<file path="src/rtl/i2cm_pkg.sv">
// Package for the I2C master register access block.
// Holds phase codes, stage codes, status codes and sizing constants; no dependencies.
`default_nettype none
package i2cm_pkg;
  localparam int MaxBytes = 16;
  localparam logic [7:0] AckTimeoutReset = 8'd200;

  localparam logic [3:0] PH_IDLE = 4'd0;
  localparam logic [3:0] PH_S_HIGH = 4'd1;
  localparam logic [3:0] PH_S_FALL = 4'd2;
  localparam logic [3:0] PH_S_LOW = 4'd3;
  localparam logic [3:0] PH_RS_PREP = 4'd4;
  localparam logic [3:0] PH_TX_LOW = 4'd5;
  localparam logic [3:0] PH_TX_HIGH = 4'd6;
  localparam logic [3:0] PH_ACK_REL = 4'd7;
  localparam logic [3:0] PH_ACK_WAIT = 4'd8;
  localparam logic [3:0] PH_RX_LOW = 4'd9;
  localparam logic [3:0] PH_RX_HIGH = 4'd10;
  localparam logic [3:0] PH_MA_LOW = 4'd11;
  localparam logic [3:0] PH_MA_HIGH = 4'd12;
  localparam logic [3:0] PH_P_LOW = 4'd13;
  localparam logic [3:0] PH_P_HIGH = 4'd14;
  localparam logic [3:0] PH_P_END = 4'd15;

  localparam logic [1:0] STG_ADDR = 2'd0;
  localparam logic [1:0] STG_REG = 2'd1;
  localparam logic [1:0] STG_DATA = 2'd2;
  localparam logic [1:0] STG_RADDR = 2'd3;

  localparam logic [1:0] ST_OK = 2'd0;
  localparam logic [1:0] ST_ADDR_NACK = 2'd1;
  localparam logic [1:0] ST_REG_NACK = 2'd2;
  localparam logic [1:0] ST_DATA_NACK = 2'd3;

  typedef struct packed {
    logic [7:0] dev;
    logic [7:0] regi;
    logic [4:0] count;
    logic       mode;
    logic       cmd;
    logic       load;
    logic [7:0] load_data;
    logic       sda_in;
  } tick_t;

  typedef struct packed {
    logic       scl;
    logic       sda;
    logic       busy;
    logic       rvalid;
    logic [7:0] rdata;
    logic       done;
    logic [1:0] status;
  } res_t;
endpackage
`default_nettype wire

</file>
<file path="src/rtl/i2cm_ram.sv">
// Generic single-port-write RAM with registered read.
// No dependencies.
`default_nettype none
module i2cm_ram #(
  parameter int Width = 8,
  parameter int Depth = 16
) (
  input  wire logic                     clk,
  input  wire logic                     we,
  input  wire logic [$clog2(Depth)-1:0] waddr,
  input  wire logic [Width-1:0]         wdata,
  input  wire logic [$clog2(Depth)-1:0] raddr,
  output logic      [Width-1:0]         rdata
);
  logic [Width-1:0] mem [Depth];

  always_ff @(posedge clk) begin
    if (we) begin
      mem[waddr] <= wdata;
    end
    rdata <= mem[raddr];
  end
endmodule
`default_nettype wire

</file>
<file path="src/rtl/i2cm_front.sv">
// Front part: accepts requests into a two-entry queue.
// Depends on i2cm_pkg.
`default_nettype none
module i2cm_front (
  input  wire logic           clk,
  input  wire logic           rst,
  input  wire logic           in_valid,
  output logic                in_stall,
  input  wire i2cm_pkg::tick_t in_data,
  output logic                q_valid,
  input  wire logic           q_take,
  output i2cm_pkg::tick_t     q_data
);
  import i2cm_pkg::*;

  tick_t entry [2];
  logic [1:0] count;
  logic rd, wr;
  logic push, pop;

  assign in_stall = (count == 2'd2);
  assign push = in_valid && !in_stall;
  assign q_valid = (count != 2'd0);
  assign pop = q_valid && q_take;
  assign q_data = entry[rd];

  always_ff @(posedge clk) begin
    if (rst) begin
      count <= 2'd0;
      rd <= 1'b0;
      wr <= 1'b0;
    end else begin
      if (push) begin
        wr <= !wr;
      end
      if (pop) begin
        rd <= !rd;
      end
      count <= count + {1'b0, push} - {1'b0, pop};
    end
    if (push) begin
      entry[wr] <= in_data;
    end
  end
endmodule
`default_nettype wire

</file>
<file path="src/rtl/i2cm_back.sv">
// Back part: the I2C bit sequencer and its output register.
// Depends on i2cm_pkg and i2cm_ram.
`default_nettype none
module i2cm_back #(
  parameter int MaxBytes = i2cm_pkg::MaxBytes
) (
  input  wire logic            clk,
  input  wire logic            rst,
  input  wire logic            cfg_we,
  input  wire logic [7:0]      cfg_data,
  input  wire logic            q_valid,
  output logic                 q_take,
  input  wire i2cm_pkg::tick_t q_data,
  output logic                 out_valid,
  input  wire logic            out_stall,
  output i2cm_pkg::res_t       out_data
);
  import i2cm_pkg::*;

  localparam int AW = (MaxBytes > 1) ? $clog2(MaxBytes) : 1;
  localparam logic [4:0] MaxB = 5'(MaxBytes);

  logic [7:0] ack_timeout;
  logic [3:0] phase, phase_next;
  logic [2:0] bit_index, bit_index_next;
  logic [4:0] byte_index, byte_index_next;
  logic [7:0] shift_reg, shift_reg_next;
  logic [7:0] wait_count, wait_count_next;
  logic [4:0] buffer_fill, buffer_fill_next;
  logic [7:0] dev, dev_next, regi, regi_next;
  logic [4:0] count, count_next;
  logic mode, mode_next;
  logic [1:0] stage, stage_next, end_status, end_status_next;
  logic [4:0] pf_idx, pf_idx_next;
  logic [7:0] buf_rdata;
  logic buf_we;
  logic [AW-1:0] buf_raddr;
  res_t r;
  logic go;
  logic [4:0] inc_idx, cnt_sat;
  logic [7:0] rx_byte;
  logic ma_bit;

  // The next write byte is prefetched: its index is known one tick ahead.
  assign buf_raddr = go ? pf_idx_next[AW-1:0] : pf_idx[AW-1:0];
  i2cm_ram #(.Width(8), .Depth(MaxBytes)) u_buf (
    .clk(clk), .we(buf_we), .waddr(buffer_fill[AW-1:0]), .wdata(q_data.load_data),
    .raddr(buf_raddr), .rdata(buf_rdata)
  );

  assign q_take = !out_valid || !out_stall;
  assign go = q_valid && q_take;
  assign buf_we = go && (phase == PH_IDLE) && q_data.load && (buffer_fill < MaxB);
  assign inc_idx = byte_index + 5'd1;
  assign cnt_sat = (q_data.count > MaxB) ? MaxB : q_data.count;
  assign rx_byte = shift_reg | (8'(q_data.sda_in) << bit_index);
  assign ma_bit = (inc_idx >= count);

  always_comb begin
    phase_next = phase;
    bit_index_next = bit_index;
    byte_index_next = byte_index;
    shift_reg_next = shift_reg;
    wait_count_next = wait_count;
    buffer_fill_next = buffer_fill;
    dev_next = dev;
    regi_next = regi;
    count_next = count;
    mode_next = mode;
    stage_next = stage;
    end_status_next = end_status;
    pf_idx_next = pf_idx;
    r = '0;
    r.scl = 1'b1;
    r.sda = 1'b1;
    r.busy = 1'b1;
    case (phase)
      PH_IDLE: begin
        r.busy = 1'b0;
        if (buf_we) begin
          buffer_fill_next = buffer_fill + 5'd1;
        end
        if (q_data.cmd) begin
          count_next = cnt_sat;
          regi_next = q_data.regi;
          dev_next = q_data.dev;
          mode_next = q_data.mode;
          stage_next = STG_ADDR;
          byte_index_next = 5'd0;
          end_status_next = ST_OK;
          pf_idx_next = 5'd0;
          phase_next = PH_S_FALL;
        end
      end
      PH_RS_PREP: begin
        r.scl = 1'b0;
        phase_next = PH_S_HIGH;
      end
      PH_S_HIGH: phase_next = PH_S_FALL;
      PH_S_FALL: begin
        r.sda = 1'b0;
        phase_next = PH_S_LOW;
      end
      PH_S_LOW: begin
        r.scl = 1'b0;
        r.sda = 1'b0;
        shift_reg_next = (stage == STG_RADDR) ? (dev | 8'h01) : (dev & 8'hFE);
        bit_index_next = 3'd7;
        phase_next = PH_TX_LOW;
      end
      PH_TX_LOW: begin
        r.scl = 1'b0;
        r.sda = shift_reg[bit_index];
        phase_next = PH_TX_HIGH;
      end
      PH_TX_HIGH: begin
        r.sda = shift_reg[bit_index];
        if (bit_index == 3'd0) begin
          phase_next = PH_ACK_REL;
        end else begin
          bit_index_next = bit_index - 3'd1;
          phase_next = PH_TX_LOW;
        end
      end
      PH_ACK_REL: begin
        r.scl = 1'b0;
        wait_count_next = 8'd0;
        phase_next = PH_ACK_WAIT;
      end
      PH_ACK_WAIT: begin
        if (!q_data.sda_in) begin
          bit_index_next = 3'd7;
          case (stage)
            STG_ADDR: begin
              stage_next = STG_REG;
              shift_reg_next = regi;
              phase_next = PH_TX_LOW;
            end
            STG_REG: begin
              byte_index_next = 5'd0;
              if (mode) begin
                stage_next = STG_RADDR;
                phase_next = PH_RS_PREP;
              end else if (count == 5'd0) begin
                end_status_next = ST_OK;
                phase_next = PH_P_LOW;
              end else begin
                stage_next = STG_DATA;
                shift_reg_next = buf_rdata;
                pf_idx_next = 5'd1;
                phase_next = PH_TX_LOW;
              end
            end
            STG_DATA: begin
              byte_index_next = inc_idx;
              if (inc_idx >= count) begin
                end_status_next = ST_OK;
                phase_next = PH_P_LOW;
              end else begin
                shift_reg_next = (inc_idx < MaxB) ? buf_rdata : 8'd0;
                pf_idx_next = inc_idx + 5'd1;
                phase_next = PH_TX_LOW;
              end
            end
            default: begin
              byte_index_next = 5'd0;
              if (count == 5'd0) begin
                end_status_next = ST_OK;
                phase_next = PH_P_LOW;
              end else begin
                shift_reg_next = 8'd0;
                phase_next = PH_RX_LOW;
              end
            end
          endcase
        end else if (wait_count >= ack_timeout) begin
          end_status_next = (stage == STG_ADDR) ? ST_ADDR_NACK :
                            ((stage == STG_REG) ? ST_REG_NACK : ST_DATA_NACK);
          phase_next = PH_P_LOW;
        end else begin
          wait_count_next = wait_count + 8'd1;
        end
      end
      PH_RX_LOW: begin
        r.scl = 1'b0;
        phase_next = PH_RX_HIGH;
      end
      PH_RX_HIGH: begin
        shift_reg_next = rx_byte;
        if (bit_index == 3'd0) begin
          r.rvalid = 1'b1;
          r.rdata = rx_byte;
          phase_next = PH_MA_LOW;
        end else begin
          bit_index_next = bit_index - 3'd1;
          phase_next = PH_RX_LOW;
        end
      end
      PH_MA_LOW: begin
        r.scl = 1'b0;
        r.sda = ma_bit;
        phase_next = PH_MA_HIGH;
      end
      PH_MA_HIGH: begin
        r.sda = ma_bit;
        byte_index_next = inc_idx;
        if (ma_bit) begin
          end_status_next = ST_OK;
          phase_next = PH_P_LOW;
        end else begin
          shift_reg_next = 8'd0;
          bit_index_next = 3'd7;
          phase_next = PH_RX_LOW;
        end
      end
      PH_P_LOW: begin
        r.scl = 1'b0;
        r.sda = 1'b0;
        phase_next = PH_P_HIGH;
      end
      PH_P_HIGH: begin
        r.sda = 1'b0;
        phase_next = PH_P_END;
      end
      default: begin
        r.busy = 1'b0;
        r.done = 1'b1;
        r.status = end_status;
        buffer_fill_next = 5'd0;
        phase_next = PH_IDLE;
      end
    endcase
  end

  always_ff @(posedge clk) begin
    if (rst) begin
      ack_timeout <= AckTimeoutReset;
      phase <= PH_IDLE;
      bit_index <= 3'd7;
      byte_index <= 5'd0;
      shift_reg <= 8'd0;
      wait_count <= 8'd0;
      buffer_fill <= 5'd0;
      dev <= 8'd0;
      regi <= 8'd0;
      count <= 5'd0;
      mode <= 1'b0;
      stage <= STG_ADDR;
      end_status <= ST_OK;
      pf_idx <= 5'd0;
      out_valid <= 1'b0;
    end else begin
      if (cfg_we) begin
        ack_timeout <= cfg_data;
      end
      if (go) begin
        phase <= phase_next;
        bit_index <= bit_index_next;
        byte_index <= byte_index_next;
        shift_reg <= shift_reg_next;
        wait_count <= wait_count_next;
        buffer_fill <= buffer_fill_next;
        dev <= dev_next;
        regi <= regi_next;
        count <= count_next;
        mode <= mode_next;
        stage <= stage_next;
        end_status <= end_status_next;
        pf_idx <= pf_idx_next;
        out_valid <= 1'b1;
        out_data <= r;
      end else if (!out_stall) begin
        out_valid <= 1'b0;
      end
    end
  end
endmodule
`default_nettype wire

</file>
<file path="src/rtl/i2c_master_register_access.sv">
// I2C master register access: one request is one bus tick, one result per request.
// A request passes through the queue and then the output register before its result appears.
// Throughput: one request per cycle while out_stall is low, set by the single-tick bit sequencer.
// Reset (rst, synchronous): idle, empty queue and buffer, ack_timeout 200.
// Depends on i2cm_pkg, i2cm_front, i2cm_back and i2cm_ram.
`default_nettype none
module i2c_master_register_access #(
  parameter int MaxBytes = i2cm_pkg::MaxBytes
) (
  input  wire logic       clk,
  input  wire logic       rst,
  input  wire logic       cfg_we,
  input  wire logic [7:0] cfg_data,
  input  wire logic       in_valid,
  output logic            in_stall,
  input  wire logic       mode,
  input  wire logic       cmd_valid,
  input  wire logic [7:0] device_address,
  input  wire logic [7:0] register_address,
  input  wire logic [4:0] byte_count,
  input  wire logic       load_valid,
  input  wire logic [7:0] load_data,
  input  wire logic       sda_in,
  output logic            out_valid,
  input  wire logic       out_stall,
  output logic            scl_out,
  output logic            sda_out,
  output logic            busy_res,
  output logic            read_valid,
  output logic [7:0]      read_data,
  output logic            done_res,
  output logic [1:0]      status
);
  import i2cm_pkg::*;

  tick_t in_data, q_data;
  res_t res;
  logic q_valid, q_take;

  assign in_data = '{dev: device_address, regi: register_address, count: byte_count,
                     mode: mode, cmd: cmd_valid, load: load_valid,
                     load_data: load_data, sda_in: sda_in};

  i2cm_front u_front (
    .clk(clk), .rst(rst), .in_valid(in_valid), .in_stall(in_stall), .in_data(in_data),
    .q_valid(q_valid), .q_take(q_take), .q_data(q_data)
  );

  i2cm_back #(.MaxBytes(MaxBytes)) u_back (
    .clk(clk), .rst(rst), .cfg_we(cfg_we), .cfg_data(cfg_data),
    .q_valid(q_valid), .q_take(q_take), .q_data(q_data),
    .out_valid(out_valid), .out_stall(out_stall), .out_data(res)
  );

  assign scl_out = res.scl;
  assign sda_out = res.sda;
  assign busy_res = res.busy;
  assign read_valid = res.rvalid;
  assign read_data = res.rdata;
  assign done_res = res.done;
  assign status = res.status;
endmodule
`default_nettype wire
</file>
<file path="config.mk">
export PLATFORM = sky130hd
export DESIGN_NAME = i2c_master_register_access
export DESIGN_NICKNAME = d
export VERILOG_FILES = /design/src/rtl/i2cm_pkg.sv /design/src/rtl/i2cm_ram.sv /design/src/rtl/i2cm_front.sv /design/src/rtl/i2cm_back.sv /design/src/rtl/i2c_master_register_access.sv
export SDC_FILE = /design/constraint.sdc
export NUM_CORES = 1
export LEC_CHECK = 0
export BUFFER_PORTS_ARGS = -buffer_cell sky130_fd_sc_hd__buf_2
export CAP_MARGIN = 30
export CORE_MARGIN = 5
export CORE_UTILIZATION = 50
export CTS_BUF_LIST = sky130_fd_sc_hd__clkbuf_8
export DETAILED_ROUTE_END_ITERATION = 10
export HOLD_SLACK_MARGIN = 0.1
export PLACE_DENSITY = 0.68
export SLEW_MARGIN = 20
export SYNTH_ARGS = -nofsm -noshare
export SYNTH_HDL_FRONTEND = slang
export SYNTH_SLANG_ARGS = --single-unit
export TNS_END_PERCENT = 1
</file>
<file path="constraint.sdc">
create_clock -name clk -period 4.8 [get_ports clk]
set_input_delay 0.48 -clock clk [delete_from_list [all_inputs] [get_ports clk]]
set_output_delay 0.48 -clock clk [all_outputs]
set_load 0.02 [all_outputs]
</file>
==> results.txt <==
The number of max-slew violations in the final report came to 0. The clock arrives with 0.04085 ns of skew. The most instantiated flip-flop cell in the synthesis netlist is sky130_fd_sc_hd__edfxtp_1. The floorplan step defined a die boundary enclosing 28320 um2.

In the post-synthesis netlist, the biggest area contributors are sky130_fd_sc_hd__edfxtp_1 50%, sky130_fd_sc_hd__dfxtp_1 13%, sky130_fd_sc_hd__mux2i_1 7.1%, sky130_fd_sc_hd__nor2_1 3.5%, sky130_fd_sc_hd__a211oi_1 2.8%. In this run the standard cell core region covers 24890 um2. The startpoint of the most critical register-to-register path is u_back.byte_index[0]$_SDFFE_PP0P_.

The wire length per cell is 17.77 um. During synthesis, Yosys emitted a total of 0 warnings. Entering global routing, the biggest net connects 50 pins.

The slew at the pin with the worst max-slew slack came out at 0.8013 ns. The number of buffers added on ports came out at 61. The number of synthesized register bits came out at 291. The source-to-sink clock delay at the later pin of the worst-skew pair came out at 0.57 ns.

The last weighted congestion value of the routability-driven placer is 0.8466. The synthesized area came out at 12530 um2. The via count of the first global-routing pass was 7881. Along the worst hold path, the cell count comes to 3. 0 antenna diodes ended up in the layout.

The worst register-to-register path has a setup slack of 0.73 ns. The initial utilization of the core area, before any placement, comes to 50.33%. The total of endpoints with negative setup slack in the final report is 0. The worst setup path is of the reg2reg kind. Total power for the finished layout comes to 6.462 mW. For this run, the detailed router's first-pass iteration total came to 5. The final standard cell utilization of the core came out at 57.87%. The total wire length after detailed routing came out at 25940 um.

For the worst flop-to-flop path, the logic depth is 15. The count of endpoints failing hold in the final timing report is 0. The max-slew headroom at the worst pin came out at 46.38%. The largest single stage delay on the critical path is 0.57 ns. The endpoint class of the critical path is a flop.

The worst hold path belongs to the class in2reg. The height of the chip came out at 168.3 um. The clock drives 291 sinks. For this block, the initial DRC count from the detailed router was 480. The async set-or-reset flop fraction in the synthesized netlist came out at 0%. The final net count came out at 1165. The detailed-route vias per instance is 5.399. Buffers inserted during clock tree synthesis total 48.

The number of synthesized flops with an enable pin is 207. The max-capacitance violation count is 0. The count of pins on the block boundary is 63.

The die width came out at 168.3 um. The total overflow reported by the global router came out at 0. The number of levels the H-tree was split into came out at 2. Among all stages on the critical path, the largest delay is contributed by sky130_fd_sc_hd__a21oi_4. Setup repair after global routing left no endpoint under its margin. The highest clock rate is 246.0 MHz. The time the final worst path needs with I/O delays and setup came out at 4.065 ns. In the final layout, the share of cells above drive strength 1 is 15.49%.

Across the VDD grid, the largest voltage drop is 314.5 uV. CTS placed an instance of sky130_fd_sc_hd__clkbuf_8 at the clock tree root. The total power density per cell area came out at 448.6 nW/um2. The cell type with the largest total area after synthesis is sky130_fd_sc_hd__edfxtp_1.

The placed wire-length estimate after detailed placement came out at 17200 um. In this run the critical register-to-register path is captured at u_back.u_buf.rdata[2]$_DFF_P_. The number of standard cells in the final layout excluding fillers came out at 1460. After layout, the worst path uses 84.69% of the clock period.

Summed over its instances, the top area cell type makes up 49.62% of the synthesized netlist area. After synthesis, flip-flops and latches occupy 63.04% of the total area. Row generation in the floorplan step produced 58 rows. The largest registers in the layout are u_back.u_buf.mem: 128 flops, u_front.entry: 64 flops, u_back.out_data: 15 flops. The data required time of the worst path is 5.24 ns. Compared with the post-synthesis result, the final layout area differs by 14.98%.

The post-detailed-route count of antenna-violating nets is 0. Counting instances in the post-synthesis netlist gives the leading cell types as 207 x sky130_fd_sc_hd__edfxtp_1, 116 x sky130_fd_sc_hd__nor2_1, 89 x sky130_fd_sc_hd__mux2i_1. The mean post-synth cell area came out at 12.76 um2. The post-CTS setup-driven buffer insertion count is 0. When the netlist entered floorplanning its net count stood at 1056.

The startpoint of the worst setup timing path is u_back.byte_index[0]$_SDFFE_PP0P_. TritonCTS built the clock tree. The capturing element of the worst setup path is u_back.u_buf.rdata[2]$_DFF_P_. The register with the most flip-flops in the layout has 128 of them. The largest register by flop count is u_back.u_buf.mem. In the global route stage, overall resource usage came out at 18.53%. The cell count after synthesis came out at 982. For this design the static power due to leakage is 5.616 nW. The wire length of the first global-routing pass is 42140 um. The initial antenna violation count was 0.

STA classifies the critical path startpoint as a flop. The flow ran to the end, and the final reports show no timing, DRC or antenna violations. The count of vias placed by the detailed router came out at 7882.

The maximum buffer depth of the clock tree came out at 3. Walking the worst path, the cells encountered are ha_1, nand3_1, xor2_1, inv_1, ha_1, a211oi_1, o21ai_1, nand3_1, a41oi_2, a21oi_4, buf_12, mux2i_1, mux2i_1, a22o_1, or3_1. The number of different library cells used by synthesis comes to 67. Adding up every negative setup slack in the final design gives 0 ns.

In this run the worst path has a maximum fanout of 31. Counting tap cells, the placed design contains a total of 1339 instances. The clock slew at the register clock pins of the worst setup and hold paths is 0.06 ns. After detailed routing, the number of remaining DRC violations is 0.

The data arrival time at the worst-slack endpoint is 4.51 ns. The most common cell in the synthesized netlist is sky130_fd_sc_hd__edfxtp_1.
-- metrics by stage --
step                      hold WS [ns]  worst slack [ns]  instance area [um2]
after floorplan                 0.4335             1.388                12530
after CTS                       0.1322            0.7293                14400
after global placement          0.4461            0.8070                13180
final                           0.1628            0.7346                14410
after detailed placement        0.4532            0.7563                13180
after global routing            0.1558            0.3335                14410
-- critical path: cells and delay by family, from the launching register on --
family / cells / cell delay (ns)
flip-flops: 1 / 0.52
AO/OA/AOI/OAI: 5 / 1.36
AND/OR/NAND/NOR: 3 / 0.66
buffers and inverters: 2 / 0.37
XOR/XNOR: 1 / 0.18
multiplexers: 2 / 0.31
adder cells (fa/ha/maj): 2 / 0.50
-- cell usage in the layout, fill, tap and decap left out, types with 10 or more instances in the layout --
cell type                       count
sky130_fd_sc_hd__edfxtp_1         207
sky130_fd_sc_hd__nor2_1           115
sky130_fd_sc_hd__mux2i_1           89
sky130_fd_sc_hd__dfxtp_1           83
sky130_fd_sc_hd__buf_2             61
sky130_fd_sc_hd__inv_1             55
sky130_fd_sc_hd__clkbuf_8          51
sky130_fd_sc_hd__a211oi_1          47
sky130_fd_sc_hd__nand2_1           38
sky130_fd_sc_hd__a21oi_1           38
sky130_fd_sc_hd__dlygate4sd3_1     32
sky130_fd_sc_hd__nor2b_1           28
sky130_fd_sc_hd__ha_1              28
sky130_fd_sc_hd__o21ai_0           19
sky130_fd_sc_hd__nor3_1            16
sky130_fd_sc_hd__o211ai_1          14
sky130_fd_sc_hd__a22oi_1           13
sky130_fd_sc_hd__xor2_1            12
sky130_fd_sc_hd__or3_1             12
sky130_fd_sc_hd__buf_4             12
sky130_fd_sc_hd__mux2_2            11
sky130_fd_sc_hd__xnor2_1           10
sky130_fd_sc_hd__nand3_1           10
sky130_fd_sc_hd__nand2b_1          10
-- layout make-up --
type	count	area, um2
Timing Repair Buffer	109	795.8
Inverter	37	138.9
Tap cell	330	412.9
Clock buffer	51	701.9
Sequential cell	291	7899
Clock inverter	38	198.9
Multi-Input combinational cell	604	4258
Fill cell	2032	10490
-- metal layers --
| layer | GRT usage [%] | share of wire, % | vias up |
|---|---|---|---|
| li1 | - | - | 3876 |
| met1 | 26.32 | 46 | 3748 |
| met2 | 28.63 | 45 | 197 |
| met3 | 3.052 | 5.3 | 61 |
| met4 | 7.375 | 3.6 | 0 |
| met5 | 0 | 0 | - |
-- worst min path at each step --
stage / start / end / slack, ns
4_1_cts: cfg_data[3] / u_back.ack_timeout[3]$_SDFFE_PP1P_ / 0.13
3_5_place_dp: u_back.buffer_fill[4]$_SDFFE_PP0P_ / u_back.buffer_fill[4]$_SDFFE_PP0P_ / 0.45
3_3_place_gp: u_back.buffer_fill[4]$_SDFFE_PP0P_ / u_back.buffer_fill[4]$_SDFFE_PP0P_ / 0.45
2_1_floorplan: u_back.buffer_fill[4]$_SDFFE_PP0P_ / u_back.buffer_fill[4]$_SDFFE_PP0P_ / 0.43
6_report: cfg_data[3] / u_back.ack_timeout[3]$_SDFFE_PP1P_ / 0.16
5_1_grt: cfg_data[7] / u_back.ack_timeout[7]$_SDFFE_PP1P_ / 0.16
-- report_power, final --
part,internal (mW),switching (mW)
clock,1.05,0.945
combinational,0.426,0.784
sequential,3.09,0.175
total,4.56,1.90
-- kinds of logic after synthesis --
family	synth area share [%]
adder cells (fa/ha/maj)	2.796
buffers and inverters	3.126
AO/OA/AOI/OAI	11.14
XOR/XNOR	1.538
AND/OR/NAND/NOR	9.728
multiplexers	8.639
flip-flops	63.04
-- what timing repair did --
action / 4_1_cts / 5_1_grt
resized for setup: 0 / 0
hold endpoints to repair: 64 / 0
hold buffers: 32 / 0
No activity file was read; power rests on OpenSTA's default activity.
